File: src/hw/rtl/lru_frame_replacer_top_defines.svh
// Assertion macros for the replacement list RTL.
`ifndef LRU_FRAME_REPLACER_TOP_DEFINES_SVH
`define LRU_FRAME_REPLACER_TOP_DEFINES_SVH

// Check a property at every clock edge outside reset.
`define LFR_ASSERT(name_, prop_, msg_) \
  name_: assert property (@(posedge clk_i) disable iff (!rst_ni) (prop_)) else $error(msg_);

// Check that a condition in one cycle implies another in the next cycle.
`define LFR_ASSERT_NEXT(name_, ante_, cons_, msg_) \
  name_: assert property (@(posedge clk_i) disable iff (!rst_ni) \
    (ante_) |=> (cons_)) else $error(msg_);

`endif

File: src/hw/rtl/lfr_pkg.sv
// Types and constants of the replacement list.
`default_nettype none

package lfr_pkg;

  localparam int OpW    = 2;
  localparam int FrameW = 4;
  localparam int OccW   = 5;
  localparam int CapW   = 5;

  localparam logic [OpW-1:0] OpVictim = 2'd0;
  localparam logic [OpW-1:0] OpPin    = 2'd1;
  localparam logic [OpW-1:0] OpUnpin  = 2'd2;

  localparam logic [CapW-1:0] CapReset = 5'd16;

  typedef struct packed {
    logic [OpW-1:0]    opcode;
    logic [FrameW-1:0] frame_number;
  } req_t;

  typedef struct packed {
    logic              victim_found;
    logic [FrameW-1:0] victim_frame;
    logic [OccW-1:0]   occupancy;
  } res_t;

  // Command broadcast to every cell of the list.
  typedef struct packed {
    logic              victim;
    logic              remove;
    logic              append;
    logic [FrameW-1:0] frame;
  } cell_cmd_t;

  // Contents of one list slot as handed to the left neighbor.
  typedef struct packed {
    logic              valid;
    logic [FrameW-1:0] frame;
  } slot_t;

endpackage

`default_nettype wire

File: src/hw/rtl/lfr_cell.sv
// One slot of the replacement list: holds a frame and shifts toward the old end.
`default_nettype none

module lfr_cell (
  input  wire logic              clk_i,
  input  wire logic              rst_ni,
  input  wire lfr_pkg::cell_cmd_t cmd_i,
  input  wire lfr_pkg::slot_t    right_i,
  input  wire logic              hit_i,
  input  wire logic              left_valid_i,
  output      lfr_pkg::slot_t    slot_o,
  output      logic              hit_o,
  output      logic              shifted_valid_o
);

  logic                      valid_q, valid_d;
  logic [lfr_pkg::FrameW-1:0] frame_q, frame_d;
  logic                      match;
  logic                      shift;
  logic                      pv;
  logic [lfr_pkg::FrameW-1:0] pf;
  logic                      load;

  assign match = valid_q && (frame_q == cmd_i.frame);
  assign hit_o = hit_i | match;

  // Close the gap left by a removal at or before this slot, or by taking a victim.
  assign shift = cmd_i.victim | (cmd_i.remove & (hit_i | match));
  assign pv    = shift ? right_i.valid : valid_q;
  assign pf    = shift ? right_i.frame : frame_q;

  // The first empty slot after the shift takes the appended frame.
  assign load  = cmd_i.append & ~pv & left_valid_i;

  assign valid_d = pv | load;
  assign frame_d = load ? cmd_i.frame : pf;

  assign shifted_valid_o = pv;
  assign slot_o.valid    = valid_q;
  assign slot_o.frame    = frame_q;

  always_ff @(posedge clk_i or negedge rst_ni) begin
    if (!rst_ni) begin
      valid_q <= 1'b0;
    end else begin
      valid_q <= valid_d;
    end
  end

  always_ff @(posedge clk_i) begin
    frame_q <= frame_d;
  end

endmodule

`default_nettype wire

File: src/hw/rtl/lru_frame_replacer_top.sv
// Top level of the least-recently-unpinned frame replacement list.
// One word is taken on every clock edge with start high (busy stays low), and its
// result appears on res_o with result_valid_o high in the next cycle, for
// one cycle; the receiver cannot stall it, so it must take every result as it
// comes. The list is a chain of min(NUM_FRAMES, 16) cells that all shift toward
// the least-recent end together, which sets the one-item-per-cycle rate. Reset
// empties the list at once; no clearing pass. The capacity register is written
// via cfg_valid_i/cfg_data_i; the user must do so only while idle (not enforced).
`default_nettype none

`include "lru_frame_replacer_top_defines.svh"

module lru_frame_replacer_top #(
  parameter int NUM_FRAMES = 16
) (
  input  wire logic                     clk_i,
  input  wire logic                     rst_ni,
  input  wire logic                     start,
  output      logic                     busy,
  input  wire lfr_pkg::req_t            req_i,
  output      logic                     result_valid_o,
  output      lfr_pkg::res_t            res_o,
  input  wire logic                     cfg_valid_i,
  output      logic                     cfg_ready_o,
  input  wire logic [lfr_pkg::CapW-1:0] cfg_data_i
);

  localparam int MaxFrames = 1 << lfr_pkg::FrameW;
  localparam int Depth     = (NUM_FRAMES < MaxFrames) ? NUM_FRAMES : MaxFrames;
  localparam int LenW      = $clog2(Depth + 1);

  logic [lfr_pkg::CapW-1:0] cap_q;
  logic [LenW-1:0]          len_q, len_d;
  logic                     res_valid_q;
  lfr_pkg::res_t            res_q, res_d;
  logic                     accept;
  logic                     in_range;
  logic                     victim_go;
  logic                     hit;
  lfr_pkg::cell_cmd_t       cmd;

  lfr_pkg::slot_t           slot_w  [Depth];
  lfr_pkg::slot_t           right_w [Depth];
  logic                     hit_w   [Depth+1];
  logic                     pv_w    [Depth+1];
  logic [Depth-1:0]         valid_vec;

  assign busy        = 1'b0;
  assign cfg_ready_o = 1'b1;
  assign accept      = start & ~busy;
  assign in_range    = int'(req_i.frame_number) < NUM_FRAMES;
  assign victim_go   = accept && (req_i.opcode == lfr_pkg::OpVictim) &&
                       (cap_q != '0) && slot_w[0].valid;

  always_comb begin
    cmd        = '0;
    cmd.frame  = req_i.frame_number;
    if (accept) begin
      unique case (req_i.opcode)
        lfr_pkg::OpVictim: cmd.victim = victim_go;
        lfr_pkg::OpPin:    cmd.remove = in_range;
        lfr_pkg::OpUnpin: begin
          cmd.remove = in_range;
          cmd.append = in_range;
        end
        default: ;
      endcase
    end
  end

  assign hit_w[0] = 1'b0;
  assign pv_w[0]  = 1'b1;

  for (genvar i = 0; i < Depth; i++) begin : g_cell
    if (i == Depth - 1) begin : g_last
      assign right_w[i] = '0;
    end else begin : g_mid
      assign right_w[i] = slot_w[i+1];
    end

    lfr_cell u_cell (
      .clk_i          (clk_i),
      .rst_ni         (rst_ni),
      .cmd_i          (cmd),
      .right_i        (right_w[i]),
      .hit_i          (hit_w[i]),
      .left_valid_i   (pv_w[i]),
      .slot_o         (slot_w[i]),
      .hit_o          (hit_w[i+1]),
      .shifted_valid_o(pv_w[i+1])
    );

    assign valid_vec[i] = slot_w[i].valid;
  end

  assign hit = hit_w[Depth];

  // Track occupancy alongside the chain.
  always_comb begin
    len_d = len_q;
    if (victim_go || (cmd.remove && hit && !cmd.append)) begin
      len_d = len_q - LenW'(1);
    end else if (cmd.append && !hit) begin
      len_d = len_q + LenW'(1);
    end
  end

  always_comb begin
    res_d              = '0;
    res_d.victim_found = victim_go;
    res_d.victim_frame = victim_go ? slot_w[0].frame : '0;
    res_d.occupancy    = lfr_pkg::OccW'(len_d);
  end

  always_ff @(posedge clk_i or negedge rst_ni) begin
    if (!rst_ni) begin
      cap_q       <= lfr_pkg::CapReset;
      len_q       <= '0;
      res_valid_q <= 1'b0;
    end else begin
      if (cfg_valid_i && cfg_ready_o) begin
        cap_q <= cfg_data_i;
      end
      if (accept) begin
        len_q <= len_d;
      end
      res_valid_q <= accept;
    end
  end

  always_ff @(posedge clk_i) begin
    if (accept) begin
      res_q <= res_d;
    end
  end

  assign result_valid_o = res_valid_q;
  assign res_o          = res_q;

  `LFR_ASSERT(a_len_matches, $countones(valid_vec) == int'(len_q), "occupancy count drifted")
  `LFR_ASSERT(a_list_packed, ((valid_vec + Depth'(1)) & valid_vec) == '0, "list has a hole")
  `LFR_ASSERT_NEXT(a_result_follows, start && !busy, result_valid_o, "result word missing")
  `LFR_ASSERT(a_no_victim_zero, !(result_valid_o && !res_o.victim_found) || (res_o.victim_frame == '0), "victim frame set without victim")

endmodule

`default_nettype wire

File: config.mk
export PLATFORM = sky130hd
export DESIGN_NAME = lru_frame_replacer_top
export DESIGN_NICKNAME = d
export VERILOG_FILES = /design/src/hw/rtl/lfr_pkg.sv /design/src/hw/rtl/lfr_cell.sv /design/src/hw/rtl/lru_frame_replacer_top.sv
export VERILOG_INCLUDE_DIRS = /design/src /design/src/hw/rtl
export SDC_FILE = /design/constraint.sdc
export NUM_CORES = 1
export LEC_CHECK = 0
export ABC_AREA = 0
export BUFFER_PORTS_ARGS = -buffer_cell sky130_fd_sc_hd__buf_2
export CAP_MARGIN = 20
export CORE_MARGIN = 5
export CORE_UTILIZATION = 34
export CTS_CLUSTER_SIZE = 8
export DETAILED_ROUTE_END_ITERATION = 10
export GPL_TIMING_DRIVEN = 0
export HOLD_SLACK_MARGIN = 0.06
export PLACE_DENSITY = 0.49
export SETUP_SLACK_MARGIN = 0.15
export SYNTH_ARGS = -nofsm -noshare
export SYNTH_HDL_FRONTEND = slang
export SYNTH_SLANG_ARGS = --single-unit
File: constraint.sdc
create_clock -name clk_i -period 2.9 [get_ports clk_i]
set_input_delay 0.58 -clock clk_i [delete_from_list [all_inputs] [get_ports clk_i]]
set_output_delay 0.58 -clock clk_i [all_outputs]
set_load 0.01 [all_outputs]
==> impl_metrics.json <==
{
  "crit_arrival_ns": 3.15,
  "design.die.area_um2": 19600,
  "synth_edf_count": 74,
  "cts_tree": "built",
  "nets": 605,
  "syn_inst": 478,
  "port_buffers": 21,
  "final.setup.worst_slack_ns": -0.141,
  "switching_share": 0.358,
  "syn_to_final_growth_pct": 40.2,
  "switchingPower_w": 0.00231,
  "grtUsageTotal": 0.160,
  "clock.fmax_ghz": 0.329,
  "crit_buf_inv": 0,
  "slowest_stage": "or4b_4",
  "dpl.hpwl_um": 10000,
  "ys.flop_type": "edfxtp_1",
  "grt_pass1_vias": 4414,
  "cp-end-kind": "flip-flop",
  "p_leak_nw": 3.18,
  "synth_nets": 497,
  "ys_ff_latch": 101,
  "die_w_um": 140,
  "power_frac_seq": 0.374,
  "placed_cell_area_um2": 6390,
  "crit_type": "reg -> reg",
  "finalWirelength_um": 15700,
  "peakVddDrop_uv": 384,
  "path_cells": "xor2_1, nor3_2, a32o_2, nor3_4, nand3_2, or4b_4, mux2i_4, o21ai_4, mux2_4",
  "max_cap_violations": 0,
  "dr.pass1.iters": 5,
  "yosysWarnings": 0,
  "cts_root_buf": "clkbuf_16",
  "grt_overflow_total": 0,
  "p_per_area_nw_per_um2": 801,
  "dr.first_iter.drc_count": 227,
  "clk_pin_slew_ns": 0.08,
  "syn_area_um2": 5750,
  "hold_viol_final": 0,
  "antenna_found_initial": 0,
  "cp.required_ns": 3.01,
  "holdCritPathClass": "in -> async",
  "pwr-share-clk": 0.187,
  "setup_violations": 51,
  "gp_congestion": 0.829,
  "clk_latency_ns": 0.36,
  "grt_pass1_wl_um": 24500,
  "cp_max_fo": 5,
  "num_vias": 4169,
  "ctsHoldBuffers": 0,
  "p_int_w": 0.00415,
  "htreeDepth": 3,
  "coreArea_um2": 16600,
  "grt_max_degree": 28,
  "antenna_cells": 0,
  "synth_cell_types": 62,
  "ys_seq_area_frac": 0.504,
  "hold-worst-slack_ns": 0.243,
  "wl_per_cell_um": 19.4,
  "cpPeakStageDelay_ns": 0.61,
  "slew_headroom": 0.424,
  "critical-path-top-delay-family": "simple AND/OR/NAND/NOR gates",
  "via_per_inst": 5.14,
  "finalMaxSlewViolations": 0,
  "async_flop_share": 0.267,
  "cts_buffer_depth": 2,
  "start_kind": "flip-flop",
  "status": "complete, but fails checks",
  "io_pins": 28,
  "worstMarginPinSlew_ns": 0.864,
  "drc": 0,
  "period_minus_slack_ns": 3.04,
  "die_y_um": 140,
  "period_share": 1.05,
  "postSynthAreaPerCell_um2": 12.0,
  "p_comb_frac": 0.439,
  "clkSinkCount": 101,
  "fin_area_um2": 8070,
  "rsz0062_at_grt": "true",
  "rows": 47,
  "fillers": 1493,
  "initial_core_util": 0.347,
  "layout-drive-gt1-share": 0.504,
  "cts_buffers": 9,
  "violations": "negative setup slack",
  "skew_ns": 0.0119,
  "ant_nets": 0
}
==> Yosys cell counts (all sizes together) (13+ instances only) <==
cell type | count | share of area
edfxtp | 74 | 0.39
mux2 | 67 | 0.14
xor2 | 48 | 0.073
nand2 | 41 | 0.027
dfrtp | 26 | 0.11
xnor2 | 24 | 0.037
clkbuf | 18 | 0.012
nor2 | 14 | 0.0091
o21ai | 14 | 0.013
nor4 | 13 | 0.014
==> timing repair <==
action | in CTS | in global routing
cloned | 1 | 0
endpoints found under the setup margin | 136 | 141
gates resized for setup | 110 | 61
buffers inserted | 52 | 23
pin swaps | 32 | 29
==> metrics by stage <==
stage / utilization / power [W] / setup slack (ns) / setup TNS (ns) / instances
finish: 0.486 / 0.00646 / -0.141 / -3.94 / 811
global route: 0.486 / 0.00680 / -0.260 / -14.63 / 811
CTS: 0.458 / 0.00611 / -0.127 / -2.45 / 788
detailed placement: 0.385 / 0.00412 / -1.01 / -58.88 / 719
global placement: 0.385 / 0.00409 / -1.03 / -58.60 / 719
floorplan: - / 0.00370 / -0.208 / -4.54 / 478
==> cells by family after synthesis <==
logic type                 share of synthesized area
AOI/OAI and AO/OA                             0.0648
xor gates and xnor gates                       0.110
adders and majority gates                    0.00870
buffers and inverters                         0.0361
DFF                                            0.504
muxes                                          0.155
other                                        0.00131
and+or+nand+nor                                0.120
==> worst reg2reg max path: stages, from the launching register on <==
cell and delay (ns):
edfxtp_1 0.42, xor2_1 0.21, nor3_2 0.07, a32o_2 0.29, nor3_4 0.28, nand3_2 0.11
or4b_4 0.61, mux2i_4 0.23, o21ai_4 0.24, mux2_4 0.34
==> power by group through the flow <==
stage               combinational (W)  sequential (W)  clock [W]
floorplan                     0.00139         0.00231          0
global placement              0.00171         0.00238          0
detailed placement            0.00174         0.00239          0
CTS                           0.00248         0.00239    0.00124
global route                  0.00303         0.00247    0.00131
finish                        0.00284         0.00242    0.00120
==> worst paths after layout <==
| path | start | end | slack, ns | cells past startpoint |
|---|---|---|---|---|
| max in group asynchronous | rst_ni | g_cell[9].u_cell.valid_q | 2.23 | 1 |
| setup reg to reg | g_cell[0].u_cell.frame_q[3] | g_cell[14].u_cell.frame_q[3] | -0.14 | 9 |
| hold reg to reg | len_q[4] | len_q[4] | 0.50 | 1 |
| setup / recovery | g_cell[0].u_cell.frame_q[3] | g_cell[14].u_cell.frame_q[3] | -0.14 | 9 |
| min in group clk_i | cfg_data_i[2] | cap_q[2] | 0.44 | 2 |
| hold / removal | rst_ni | cap_q[0] | 0.24 | 1 |
==> layout make-up <==
cell class,instances,area [um^2],area share
Sequential cell,101,2900,0.359
Inverter,8,32.5,0.00403
Buffer,30,245,0.0304
Timing Repair Buffer,96,743,0.0921
Clock buffer,9,225,0.0279
Clock inverter,7,63.8,0.00791
Multi-Input combinational cell,340,3580,0.444
Tap cell,220,275,0.0341
==> state kept, by name, summed over array words and instances, names as in the netlist <==
| register | flops |
|---|---|
| g_cell.u_cell.valid_q | 16 |
| cap_q | 5 |
| g_cell.u_cell.frame_q | 64 |
| result_valid_o | 1 |
| len_q | 5 |
| res_o | 10 |
==> metal layers <==
metal	vias up	global-route usage	part of all wire
li1	1950	-	-
met1	2139	0.212	0.44
met2	67	0.265	0.51
met3	13	0.0361	0.035
met4	0	0.0459	0.011
met5	-	0	0
==> placed cells by master (no fill, tap or decap), types with 5 or more instances in the layout <==
| cell | instances |
|---|---|
| nand3_1 | 6 |
| and2_1 | 11 |
| buf_2 | 21 |
| edfxtp_1 | 74 |
| dfrtp_1 | 26 |
| xnor2_1 | 21 |
| buf_4 | 58 |
| nor2_1 | 10 |
| clkbuf_16 | 9 |
| o21ai_0 | 10 |
| nor4_4 | 8 |
| a21oi_4 | 7 |
| buf_6 | 26 |
| nand2_1 | 30 |
| mux2i_4 | 6 |
| a21oi_1 | 5 |
| xor2_1 | 48 |
| mux2_4 | 44 |
| nand2b_4 | 6 |
| inv_1 | 7 |
| mux2_2 | 23 |
| nor3_1 | 5 |
| clkbuf_1 | 8 |
| nand2_4 | 5 |
(Power assumes the default switching activity.)
